**src/rtl/slfp_pkg.sv**
```systemverilog
package slfp_pkg;

  // framing bytes
  localparam logic [7:0] FRAME_END = 8'hC0;
  localparam logic [7:0] FRAME_ESC = 8'hDB;
  localparam logic [7:0] ESC_END   = 8'hDC;
  localparam logic [7:0] ESC_ESC   = 8'hDD;
  localparam logic [7:0] CHAR_CR   = 8'h0D;
  localparam logic [7:0] CHAR_LF   = 8'h0A;
  localparam logic [7:0] TYPE_NINE = 8'h39;

  // frame positions and length thresholds
  localparam int STORE_BYTES = 34;
  localparam int LEN_MIN     = 2;
  localparam int LEN_CORE    = 20;
  localparam int LEN_MAG     = 26;
  localparam int LEN_BATT    = 28;
  localparam int LEN_TEMP    = 30;
  localparam int LEN_PRESS   = 34;

  localparam logic [15:0] THRESHOLD_RESET = 16'd3500;

  localparam int OUT_DATA_W = 272;
  localparam int OUT_USER_W = 2;

  typedef enum logic [1:0] {
    ST_OK       = 2'd0,
    ST_BAD_TYPE = 2'd1,
    ST_SHORT    = 2'd2
  } slfp_status_t;

  // one completed frame, classified by the front end
  typedef struct packed {
    logic                 is_nine;
    logic                 ge_min;
    logic                 ge_core;
    logic                 ge_mag;
    logic                 ge_batt;
    logic                 ge_temp;
    logic                 ge_press;
    logic [STORE_BYTES-1:1][7:0] bytes;
  } slfp_frame_t;

endpackage

```
**src/rtl/slfp_front.sv**
```systemverilog
module slfp_front #(
  parameter int FRAME_LIMIT = 256
) (
  input  logic                 clk,
  input  logic                 rst_n,
  input  logic                 in_tvalid,
  output logic                 in_tready,
  input  logic [7:0]           in_tdata,   // [7:0] rx_byte
  input  logic                 q_ready,
  output logic                 q_push,
  output slfp_pkg::slfp_frame_t q_frame
);
  import slfp_pkg::*;

  localparam int LW = $clog2(FRAME_LIMIT + 1);
  localparam logic [LW-1:0] LIM_SLIP = LW'(FRAME_LIMIT);
  localparam logic [LW-1:0] LIM_LINE = LW'(FRAME_LIMIT - 1);

  logic          slip_r, slip_nxt;
  logic          esc_r, esc_nxt;
  logic [LW-1:0] len_r, len_nxt;
  logic [7:0]    first_r;
  logic [STORE_BYTES-1:1][7:0] buf_r;

  logic          acc;
  logic          term;
  logic          do_app;
  logic          wr;
  logic [7:0]    app_byte;
  logic [LW-1:0] limit;

  assign in_tready = q_ready;
  assign acc       = in_tvalid && in_tready;

  always_comb begin
    slip_nxt = slip_r;
    esc_nxt  = esc_r;
    len_nxt  = len_r;
    term     = 1'b0;
    do_app   = 1'b0;
    app_byte = in_tdata;
    limit    = slip_r ? LIM_SLIP : LIM_LINE;
    if (acc) begin
      if (!slip_r) begin
        if (in_tdata == FRAME_END) begin
          len_nxt  = '0;
          esc_nxt  = 1'b0;
          slip_nxt = 1'b1;
        end else if (in_tdata == CHAR_CR || in_tdata == CHAR_LF) begin
          if (len_r != '0) begin
            term    = 1'b1;
            len_nxt = '0;
          end
        end else begin
          do_app = 1'b1;
        end
      end else if (esc_r) begin
        esc_nxt = 1'b0;
        do_app  = 1'b1;
        if (in_tdata == ESC_END) begin
          app_byte = FRAME_END;
        end else if (in_tdata == ESC_ESC) begin
          app_byte = FRAME_ESC;
        end
      end else if (in_tdata == FRAME_END) begin
        if (len_r != '0) begin
          term     = 1'b1;
          len_nxt  = '0;
          slip_nxt = 1'b0;
        end
      end else if (in_tdata == FRAME_ESC) begin
        esc_nxt = 1'b1;
      end else begin
        do_app = 1'b1;
      end
    end
    wr = do_app && (len_r < limit);
    if (wr) begin
      len_nxt = len_r + 1'b1;
    end
  end

  always_ff @(posedge clk) begin
    if (!rst_n) begin
      slip_r <= 1'b0;
      esc_r  <= 1'b0;
      len_r  <= '0;
    end else begin
      slip_r <= slip_nxt;
      esc_r  <= esc_nxt;
      len_r  <= len_nxt;
    end
  end

  // frame bytes past the stored window are dropped
  always_ff @(posedge clk) begin
    if (wr) begin
      if (len_r == '0) begin
        first_r <= app_byte;
      end
      for (int i = 1; i < STORE_BYTES; i++) begin
        if (len_r == LW'(i)) begin
          buf_r[i] <= app_byte;
        end
      end
    end
  end

  assign q_push = term;

  always_comb begin
    q_frame.is_nine  = (first_r == TYPE_NINE);
    q_frame.ge_min   = (len_r >= LW'(LEN_MIN));
    q_frame.ge_core  = (len_r >= LW'(LEN_CORE));
    q_frame.ge_mag   = (len_r >= LW'(LEN_MAG));
    q_frame.ge_batt  = (len_r >= LW'(LEN_BATT));
    q_frame.ge_temp  = (len_r >= LW'(LEN_TEMP));
    q_frame.ge_press = (len_r >= LW'(LEN_PRESS));
    q_frame.bytes    = buf_r;
  end

  a_esc_in_slip: assert property (@(posedge clk) disable iff (!rst_n)
    esc_r |-> slip_r)
    else $error("escape pending outside SLIP mode");

  a_len_limit: assert property (@(posedge clk) disable iff (!rst_n)
    len_r <= LIM_SLIP && (slip_r || len_r <= LIM_LINE))
    else $error("frame length past its limit");

endmodule

```
**src/rtl/slfp_queue.sv**
```systemverilog
module slfp_queue (
  input  logic                  clk,
  input  logic                  rst_n,
  input  logic                  push,
  input  slfp_pkg::slfp_frame_t push_frame,
  output logic                  push_ready,
  output logic                  pop_valid,
  input  logic                  pop,
  output slfp_pkg::slfp_frame_t pop_frame
);
  import slfp_pkg::*;

  localparam int DEPTH = 2;
  localparam int PW    = $clog2(DEPTH);
  localparam int CW    = $clog2(DEPTH + 1);

  slfp_frame_t   mem_r [DEPTH];
  logic [PW-1:0] wp_r, rp_r;
  logic [CW-1:0] cnt_r, cnt_nxt;
  logic          do_pop;

  assign push_ready = (cnt_r != CW'(DEPTH));
  assign pop_valid  = (cnt_r != '0);
  assign do_pop     = pop && pop_valid;
  assign pop_frame  = mem_r[rp_r];

  always_comb begin
    cnt_nxt = cnt_r;
    if (push && !do_pop) begin
      cnt_nxt = cnt_r + 1'b1;
    end else if (!push && do_pop) begin
      cnt_nxt = cnt_r - 1'b1;
    end
  end

  always_ff @(posedge clk) begin
    if (!rst_n) begin
      wp_r  <= '0;
      rp_r  <= '0;
      cnt_r <= '0;
    end else begin
      cnt_r <= cnt_nxt;
      if (push) begin
        wp_r <= (wp_r == PW'(DEPTH - 1)) ? '0 : wp_r + 1'b1;
      end
      if (do_pop) begin
        rp_r <= (rp_r == PW'(DEPTH - 1)) ? '0 : rp_r + 1'b1;
      end
    end
  end

  always_ff @(posedge clk) begin
    if (push) begin
      mem_r[wp_r] <= push_frame;
    end
  end

  a_no_overflow: assert property (@(posedge clk) disable iff (!rst_n)
    push |-> push_ready)
    else $error("frame pushed into a full queue");

  a_count_bound: assert property (@(posedge clk) disable iff (!rst_n)
    cnt_r <= CW'(DEPTH))
    else $error("queue count past depth");

endmodule

```
**src/rtl/slfp_back.sv**
```systemverilog
module slfp_back (
  input  logic                                 clk,
  input  logic                                 rst_n,
  input  logic                                 q_valid,
  input  slfp_pkg::slfp_frame_t                q_frame,
  output logic                                 q_pop,
  input  logic                                 cfg_valid,
  output logic                                 cfg_ready,
  input  logic [15:0]                          cfg_data,
  output logic                                 out_tvalid,
  input  logic                                 out_tready,
  output logic [slfp_pkg::OUT_DATA_W-1:0]      out_tdata,
  output logic [slfp_pkg::OUT_USER_W-1:0]      out_tuser
);
  import slfp_pkg::*;

  localparam int PAD_W = OUT_DATA_W - 265;

  logic [15:0] thr_r;
  logic [15:0] batt_r, batt_nxt;
  logic [15:0] temp_r, temp_nxt;
  logic [31:0] press_r, press_nxt;
  logic        low_r, low_nxt;
  logic        valid_r;
  logic [OUT_DATA_W-1:0] data_r;
  slfp_status_t status_r, status;
  logic        ok;
  logic [7:0]  version;
  logic [15:0] sample;
  logic [31:0] stamp;
  logic [47:0] accel, gyro, mag;

  assign cfg_ready = 1'b1;
  assign q_pop     = q_valid && (!valid_r || out_tready);

  always_comb begin
    ok = q_frame.is_nine && q_frame.ge_min && q_frame.ge_core;
    if (!q_frame.is_nine || !q_frame.ge_min) begin
      status = ST_BAD_TYPE;
    end else if (!q_frame.ge_core) begin
      status = ST_SHORT;
    end else begin
      status = ST_OK;
    end
    version = ok ? q_frame.bytes[1] : '0;
    sample  = ok ? q_frame.bytes[3:2] : '0;
    stamp   = ok ? q_frame.bytes[7:4] : '0;
    accel   = ok ? q_frame.bytes[13:8] : '0;
    gyro    = ok ? q_frame.bytes[19:14] : '0;
    mag     = (ok && q_frame.ge_mag) ? q_frame.bytes[25:20] : '0;

    batt_nxt  = batt_r;
    low_nxt   = low_r;
    temp_nxt  = temp_r;
    press_nxt = press_r;
    // latch only the optional fields that the frame carries
    if (ok && q_frame.ge_batt) begin
      batt_nxt = q_frame.bytes[27:26];
      low_nxt  = (q_frame.bytes[27:26] < thr_r);
    end
    if (ok && q_frame.ge_temp) begin
      temp_nxt = q_frame.bytes[29:28];
    end
    if (ok && q_frame.ge_press) begin
      press_nxt = q_frame.bytes[33:30];
    end
  end

  always_ff @(posedge clk) begin
    if (!rst_n) begin
      thr_r   <= THRESHOLD_RESET;
      batt_r  <= 16'hFFFF;
      temp_r  <= 16'hFFFF;
      press_r <= 32'hFFFF_FFFF;
      low_r   <= 1'b0;
      valid_r <= 1'b0;
    end else begin
      if (cfg_valid && cfg_ready) begin
        thr_r <= cfg_data;
      end
      if (q_pop) begin
        batt_r  <= batt_nxt;
        temp_r  <= temp_nxt;
        press_r <= press_nxt;
        low_r   <= low_nxt;
        valid_r <= 1'b1;
      end else if (out_tready) begin
        valid_r <= 1'b0;
      end
    end
  end

  always_ff @(posedge clk) begin
    if (q_pop) begin
      status_r <= status;
      data_r   <= {{PAD_W{1'b0}}, low_nxt, press_nxt, temp_nxt, batt_nxt,
                   mag, gyro, accel, stamp, sample, version};
    end
  end

  assign out_tvalid = valid_r;
  assign out_tdata  = data_r;
  assign out_tuser  = status_r;

  a_status_code: assert property (@(posedge clk) disable iff (!rst_n)
    valid_r |-> (status_r == ST_OK || status_r == ST_BAD_TYPE || status_r == ST_SHORT))
    else $error("undefined frame status on the output");

  a_head_zero: assert property (@(posedge clk) disable iff (!rst_n)
    (valid_r && status_r != ST_OK) |-> (data_r[199:0] == '0))
    else $error("sensor fields not cleared on a rejected frame");

endmodule

```
**src/rtl/slip_line_sensor_frame_parser_top.sv**
```systemverilog
// Byte-stream frame parser for a motion sensor link. One received byte is
// accepted per cycle on in_* while in_tready is high, in line mode (CR/LF
// terminated) or SLIP mode (entered on 0xC0, left at the closing 0xC0). Each
// non-empty frame gives one transfer on out_* carrying its status in out_tuser
// and the decoded sensor words plus the latched battery, temperature, pressure
// and low-battery flag in out_tdata. The front end takes a byte every cycle
// while in_tready is high; a finished frame is written into a two-entry queue
// and from there into the output register, which drives out_tvalid. in_tready
// drops only while both queue entries hold frames that the output side has not
// yet taken. cfg_* writes the low-battery threshold (millivolts, reset 3500);
// it is always ready and is meant to be written while no frame is in flight.
module slip_line_sensor_frame_parser_top #(
  parameter int FRAME_LIMIT = 256
) (
  input  logic                            clk,
  input  logic                            rst_n,
  input  logic                            in_tvalid,
  output logic                            in_tready,
  input  logic [7:0]                      in_tdata,   // [7:0] rx_byte
  output logic                            out_tvalid,
  input  logic                            out_tready,
  // [7:0] packet_version, [23:8] sample_number, [55:24] time_stamp,
  // [103:56] accel_xyz, [151:104] gyro_xyz, [199:152] mag_xyz,
  // [215:200] battery_latched, [231:216] temperature_latched,
  // [263:232] pressure_latched, [264] battery_low, [271:265] zero
  output logic [slfp_pkg::OUT_DATA_W-1:0] out_tdata,
  output logic [slfp_pkg::OUT_USER_W-1:0] out_tuser,  // [1:0] frame_status
  input  logic                            cfg_valid,
  output logic                            cfg_ready,
  input  logic [15:0]                     cfg_data     // battery_low_threshold
);
  import slfp_pkg::*;

  logic        q_ready;
  logic        q_push;
  slfp_frame_t q_in_frame;
  logic        q_valid;
  logic        q_pop;
  slfp_frame_t q_out_frame;

  slfp_front #(
    .FRAME_LIMIT (FRAME_LIMIT)
  ) u_front (
    .clk       (clk),
    .rst_n     (rst_n),
    .in_tvalid (in_tvalid),
    .in_tready (in_tready),
    .in_tdata  (in_tdata),
    .q_ready   (q_ready),
    .q_push    (q_push),
    .q_frame   (q_in_frame)
  );

  slfp_queue u_queue (
    .clk        (clk),
    .rst_n      (rst_n),
    .push       (q_push),
    .push_frame (q_in_frame),
    .push_ready (q_ready),
    .pop_valid  (q_valid),
    .pop        (q_pop),
    .pop_frame  (q_out_frame)
  );

  slfp_back u_back (
    .clk        (clk),
    .rst_n      (rst_n),
    .q_valid    (q_valid),
    .q_frame    (q_out_frame),
    .q_pop      (q_pop),
    .cfg_valid  (cfg_valid),
    .cfg_ready  (cfg_ready),
    .cfg_data   (cfg_data),
    .out_tvalid (out_tvalid),
    .out_tready (out_tready),
    .out_tdata  (out_tdata),
    .out_tuser  (out_tuser)
  );

endmodule
```
**config.mk**
```make
export PLATFORM = sky130hd
export DESIGN_NAME = slip_line_sensor_frame_parser_top
export DESIGN_NICKNAME = d
export VERILOG_FILES = /design/src/rtl/slfp_pkg.sv /design/src/rtl/slfp_front.sv /design/src/rtl/slfp_queue.sv /design/src/rtl/slfp_back.sv /design/src/rtl/slip_line_sensor_frame_parser_top.sv
export SDC_FILE = /design/constraint.sdc
export NUM_CORES = 1
export LEC_CHECK = 0
export BUFFER_PORTS_ARGS = -buffer_cell sky130_fd_sc_hd__buf_2
export CORE_UTILIZATION = 30
export CTS_CLUSTER_DIAMETER = 50
export DETAILED_ROUTE_END_ITERATION = 8
export PLACE_DENSITY = 0.53
export SLEW_MARGIN = 20
export SYNTH_ARGS = -nofsm -noshare
export SYNTH_HDL_FRONTEND = slang
export SYNTH_HIERARCHICAL = 1
export SYNTH_SLANG_ARGS = --single-unit
```
**constraint.sdc**
```tcl
create_clock -name clk -period 22.8 [get_ports clk]
set_clock_uncertainty 0.15 [all_clocks]
set_input_delay 1.14 -clock clk [delete_from_list [all_inputs] [get_ports clk]]
set_output_delay 1.14 -clock clk [all_outputs]
set_load 0.005 [all_outputs]
```
==> metrics.txt, run 1 <==
Least-Margin Pin Slew=1.16 ns; Worst Path Required=23.03 ns; fin crit period=4.67 ns; CP Launch Type=input pin; Pwr Total=4.56 mW; GRT overflow=0; RSZ-0062 raised after global routing=no; Pre-antenna DRT Iters=7; top_reg_cell synth=edfxtp_1; Max-cap violations=0; Seq cells post-synth=1179; CTS tree=done; P_leak=17.7 nW; hpwl dp=57.6 mm; fin area=51600 um2; Initial Utilization=30.3%; fill count=13400; commonest non-fill, non-tap cell in the layout=edfxtp_1; crit path kind=in -> reg; Worst-Skew Late Latency=0.75 ns; clk buf depth=3; I/O pin count=306; async set-reset flop share out of synthesis=0%; layout cells sized above 1=31.8%; Setup Viol. Count Final=0; Die X=383 um; most frequent cells in the layout=edfxtp_1 (1081), buf_2 (296), mux2_4 (190); worst-path fanout max=51; YS warnings=6; mux share of post-synthesis cell area=10.5%; fin crit share=20.5%; fmax=214 MHz; crit path capture type=flip-flop; placed instance area=47100 um2; CTS Sinks=1179; CP arrival=4.90 ns; Port-buffer cells=297; Area contributors post-synth=edfxtp_1 (75%), mux2_4 (6.6%), dfxtp_1 (4.5%), mux2_2 (3.8%), and2_1 (2.3%); hold buffer count at cts=0; Post-synth EDFFs=1081; htree depth=4; CTS clk-pin slew, worst paths=0.05 ns; post-CTS resize count=0; Max transition margin=22.7%; drt wl/cell=20.6 um; via/cell ratio=4.39; Post-Synth Adder-Cell Area=0.805%; final hold viol count=0; post-route setup TNS=0 ns; die area=147000 um2; Max Slew Vio Count=0; status=finished with violations; Seq/Total Area, Yosys=79.1%; Post-CTS Setup Inserts=0; GR Util All Layers=13.0%; DRC Markers=44; largest net degree at the start of global routing=152; number of routed nets with antenna violations=0; Mapped Area=43500 um2; NumNets Final=2746; Vias=20600; XOR/XNOR Fraction of Synth Area=0.0805%; Die Ht=383 um; number of global-route vias before repair=20600; initial drt markers=1535; post-synth top area share=74.6%; Cells after Synth=2322; Compound-Gate Fraction of Synth Area=0.920%; Final Wtd Congestion=0.729; num rows=139; syn_area_per_cell=18.7 um2; Layout area overhead=18.7%; root buffer cell=clkbuf_16; Total Routed Length=96.7 mm; failing checks=DRC; largest family of logic cells by synthesized area=multiplexers; Peak VDD IR=67.5 uV; TritonCTS buffer count=141; Cell Pwr Density=88.2 nW/um2; initial antenna violation count=10; Synth area leader=edfxtp_1; first-pass GRT wire length=139 mm; Synth cell types=61; CORE AREA=144000 um2; Worst Hold Class=reg -> reg; Post-Synth Simple-Gate Area=6.87%
-- where the power goes --
| part | internal (mW) | total (mW) | leakage, nW | switching (mW) |
|---|---|---|---|---|
| Combinational | 0.0128 | 0.0528 | 5.11 | 0.0400 |
| Sequential | 2.34 | 2.35 | 10.4 | 0.00335 |
| Clock | 1.28 | 2.16 | 2.19 | 0.882 |
-- state kept, by name, indices dropped and copies added (netlist names), named ones only --
register	flops
u_back/out_tdata	265
u_front/slip_r	1
u_back/low_r	1
u_back/batt_r	16
u_queue/rp_r	1
u_front/q_frame	264
u_queue/wp_r	1
u_back/thr_r	16
u_back/press_r	32
u_front/len_r	9
u_queue/cnt_r	2
u_back/out_tvalid	1
u_front/first_r	8
u_back/temp_r	16
u_back/out_tuser	2
u_queue/mem_r	542
u_front/esc_r	1
-- synthesized netlist by cell type (2+ instances only) --
library cell / instances
buf_6: 23
o21ai_1: 2
nor3b_1: 2
nor2b_1: 16
nand4b_1: 2
dfxtp_1: 98
o211ai_1: 12
or2_2: 2
inv_1: 24
nand2_1: 165
a211oi_1: 3
a21oi_1: 12
a31oi_1: 2
a21o_1: 2
mux2_2: 145
xnor2_1: 2
ha_1: 28
o21ai_0: 17
mux2_4: 190
nor4_1: 5
nor2_1: 48
edfxtp_1: 1081
nand3_1: 79
xor2_1: 2
nand4_1: 7
nor3_1: 8
and2_1: 158
o31ai_1: 3
or3_1: 3
buf_2: 21
nand3b_1: 3
and3_1: 51
a21boi_0: 2
clkbuf_1: 53
buf_4: 10
conb_1: 2
nand2b_1: 7
mux2i_1: 9
-- area by class of cell --
type,instances,area (um2),area share (%)
diodes,2,5.00,0.00969
clock buffers,178,3810,7.38
clock inverters,75,704,1.36
inverters,25,101,0.196
multi-input cells,1016,8420,16.3
flip-flops and latches,1179,34400,66.7
well taps,1903,2380,4.61
repair buffers,326,1780,3.46
-- cells by family (layout without fill, tap and decap cells) --
family,Yosys count,in the layout
multiplexers,344,344
flip-flops,1179,1179
other,2,10
AND/OR/NAND/NOR,570,570
XOR/XNOR,4,4
AO/OA/AOI/OAI,62,62
buffers and inverters,133,604
adder cells (fa/ha/maj),28,28
-- worst paths after layout --
check | from | to | slack, ns | cells after the start
max | in_tdata[7] | u_queue/mem_r[0][56] | 18.13 | 11
min | u_front/q_frame[215] | u_queue/mem_r[1][215] | 0.28 | 0
max reg2reg | flip-flop | u_back/out_tdata[264] | 18.17 | 9
min reg2reg | u_front/q_frame[215] | u_queue/mem_r[1][215] | 0.28 | 0
-- per-stage QoR --
step           setup slack (ns)  hold WS (ns)  utilization, %  cells
2_1_floorplan              7.36         0.271               -   2328
3_3_place_gp              17.07         0.272            32.7   4447
3_5_place_dp              17.11         0.279            32.7   4448
4_1_cts                   17.92         0.273            35.9   4701
5_1_grt                   17.74         0.281            35.9   4702
6_report                  18.13         0.278            35.9   4704
-- routing by layer --
layer  GRT usage, %  up-vias  wire (um)
li1               -     9496          -
met1           17.0    10500      42300
met2           21.2      492      47100
met3           2.92      148       4910
met4           4.64        0       2450
met5              0        -          0
-- worst max-delay path, stage by stage --
cell      delay [ns]
buf_2           0.08
buf_4           0.52
nor4bb_1        0.52
nand2_1         0.20
nor2_1          0.25
a21oi_1         0.10
nor3_1          0.38
nor2b_4         0.26
buf_4           0.36
buf_16          0.32
buf_4           0.63
Power figures use the tool's default switching activity.
==> run 2: changes to the inputs <==
Settings changed: ABC_AREA from default to 1.
Clock period 22.8 ns to 4.5 ns, I/O delays scaled along.
==> metrics.txt, run 2 <==
status=complete, no violations; area of the multi-input gates=8070 um2 (-4.3%); fmax=242 MHz; worst setup margin=0.373 ns (-17.75 ns); fin area=53400 um2 (+3.3%); fin crit share=91.7%; first-pass GRT wire length=146 mm (+4.9%); fill count=13900 (+3.6%); commonest non-fill, non-tap cell in the layout=edfxtp_1; htree depth=4 (unchanged); RSZ-0062 raised after global routing=no; Synth area leader=edfxtp_1; Worst Path Required=4.76 ns (-18.27 ns); Initial Utilization=30.3% (+0.047 points); Pwr Total=23.2 mW (+410%); Seq cells post-synth=1179 (unchanged); Final Wtd Congestion=0.776 (+6.4%); Area contributors post-synth=edfxtp_1 (73%), mux2_4 (6.4%), dfxtp_1 (4.4%), inv_1 (2.6%), nor2_1 (2.5%); Cell Pwr Density=435 nW/um2 (+390%); via/cell ratio=4.31 (-1.9%); Peak VDD IR=241 uV (+260%); number of global-route vias before repair=22100 (+7.0%); Synth cell types=43 (-30%); Max Slew Vio Count=0 (unchanged); Post-synth EDFFs=1081 (unchanged); Hold WS=0.0659 ns (-0.212 ns); CTS tree=done; DR WL met3=4.89 mm (-0.51%); initial antenna violation count=10 (unchanged); clk buf depth=3 (unchanged); top cells by count, synth=edfxtp_1 (1081), inv_1 (311), nor2_1 (291); num rows=140 (+0.72%); Worst Hold Class=in -> reg; DRC Markers=0 (-100%); die area=149000 um2 (+1.7%); hpwl dp=62.4 mm (+8.2%); number of routed nets with antenna violations=0 (unchanged); metal2 WL=49.2 mm (+4.4%); post-route setup TNS=0 ns (unchanged); Mapped Area=44300 um2 (+1.7%); most frequent cells in the layout=edfxtp_1 (1081), inv_1 (308), buf_2 (296); Max transition margin=21.1% (-1.5 points); Post-CTS Setup Inserts=0 (unchanged); crit path capture type=flip-flop; Non-Filler Instances=5167 (+9.8%); CP arrival=4.39 ns (-0.51 ns); Port-buffer cells=297 (unchanged); CTS clk-pin slew, worst paths=0.06 ns (about the same); Worst-Skew Late Latency=0.77 ns (+0.02 ns); Total Routed Length=101 mm (+4.5%); top_reg_cell synth=edfxtp_1; root buffer cell=clkbuf_16; Seq/Total Area, Yosys=77.8% (-1.3 points); final hold viol count=0 (unchanged); post-synth top area share=73.3% (-1.3 points); fin crit period=4.13 ns; Final Util=36.5% (+0.62 points); Post-Place Cells=4843 (+8.9%); Top reg by flops=u_queue/mem_r; Setup Viol. Count Final=0 (unchanged); Max-cap violations=0 (unchanged); I/O pin count=306 (unchanged); Least-Margin Pin Slew=1.18 ns (+0.0232 ns); Cells after Synth=2683 (+16%); GR Util All Layers=13.4% (+0.41 points); worst-path fanout max=51 (unchanged); WL met1=44.4 mm (+5.0%); Die X=386 um (+0.86%); syn_area_per_cell=16.5 um2 (-12%); layout cells sized above 1=29.2% (-2.6 points); max reg flops=542 (unchanged); Vias=22200 (+7.8%); async set-reset flop share out of synthesis=0% (unchanged); CP Launch Type=input pin; initial drt markers=1431 (-6.8%); crit path kind=in -> reg; most numerous cell in the Yosys netlist=edfxtp_1; largest net degree at the start of global routing=131 (-14%); post-CTS resize count=0 (unchanged); drt wl/cell=19.6 um (-4.9%); Reg area=34400 um2 (about the same); Pre-antenna DRT Iters=6 (-1); TritonCTS buffer count=141 (unchanged); max layer used=met5; Layout area overhead=20.5%; P_leak=19.5 nW (+10%); placed instance area=48200 um2 (+2.3%); Die Ht=386 um (+0.86%); CORE AREA=146000 um2 (+1.6%); CTS Sinks=1179 (unchanged); GRT overflow=0 (unchanged); NumNets Final=3187 (+16%); YS warnings=6 (unchanged); Place WS=1.20 ns (-15.91 ns)
-- run 2: cell families after synthesis --
family | count (synthesis) | share of synthesized area [%]
AO/OA/AOI/OAI | 180 | 2.76
buffers and inverters | 425 | 4.36
XOR/XNOR | 5 | 0.0989
AND/OR/NAND/NOR | 593 | 5.72
multiplexers | 271 | 8.50
adder cells (fa/ha/maj) | 28 | 0.791
other | 2 | 0.0170
flip-flops | 1179 | 77.8
-- run 2: path summary, 6_finish.rpt --
| check | start | to | slack (ns) | cells past startpoint |
|---|---|---|---|---|
| worst max-delay path | in_tdata[5] | u_queue/mem_r[0][252] | 0.37 | 13 |
| worst max register to register | u_front/slip_r | u_front/q_frame[128] | 1.24 | 9 |
| worst min-delay path | in_tdata[2] | u_front/q_frame[194] | 0.07 | 4 |
| worst min register to register | u_front/q_frame[158] | u_queue/mem_r[1][158] | 0.28 | 0 |
-- run 2: repair_timing --
action,CTS,global route
endpoints found under the hold margin,96,0
setup endpoints to repair,0,0
hold buffers,61,0
-- run 2: layout make-up --
| type | instances | area share [%] |
|---|---|---|
| antenna | 6 | 0.0281 |
| timing repair buffer | 403 | 4.97 |
| sequential | 1179 | 64.5 |
| clock buffer | 166 | 6.99 |
| inverter | 320 | 2.29 |
| tap | 1917 | 4.49 |
| clock inverter | 91 | 1.58 |
| multi-input combinational | 1085 | 15.1 |
-- run 2: layer usage --
layer	vias up	track usage (%)
met1	11200	17.5
met2	491	22.0
met4	6	4.82
met3	154	2.90
met5	-	0
li1	10400	-
-- run 2: worst max-delay path, stage by stage --
cell and delay, ns:
dlygate4sd3_1 0.52, buf_2 0.42, nor2_1 0.12, nand2_2 0.08, dlygate4sd3_1 0.59, nor2_4 0.05, dlygate4sd3_1 0.61, nor2_4 0.11
nand3_1 0.09, a211oi_2 0.29, inv_1 0.12, nor2_4 0.70, buf_12 0.35
-- run 2: report_power, final --
group	internal (mW)	leakage, nW	switching [mW]
clock network	6.43	2.21	4.57
logic	0.104	6.77	0.246
registers	11.9	10.5	0.0158
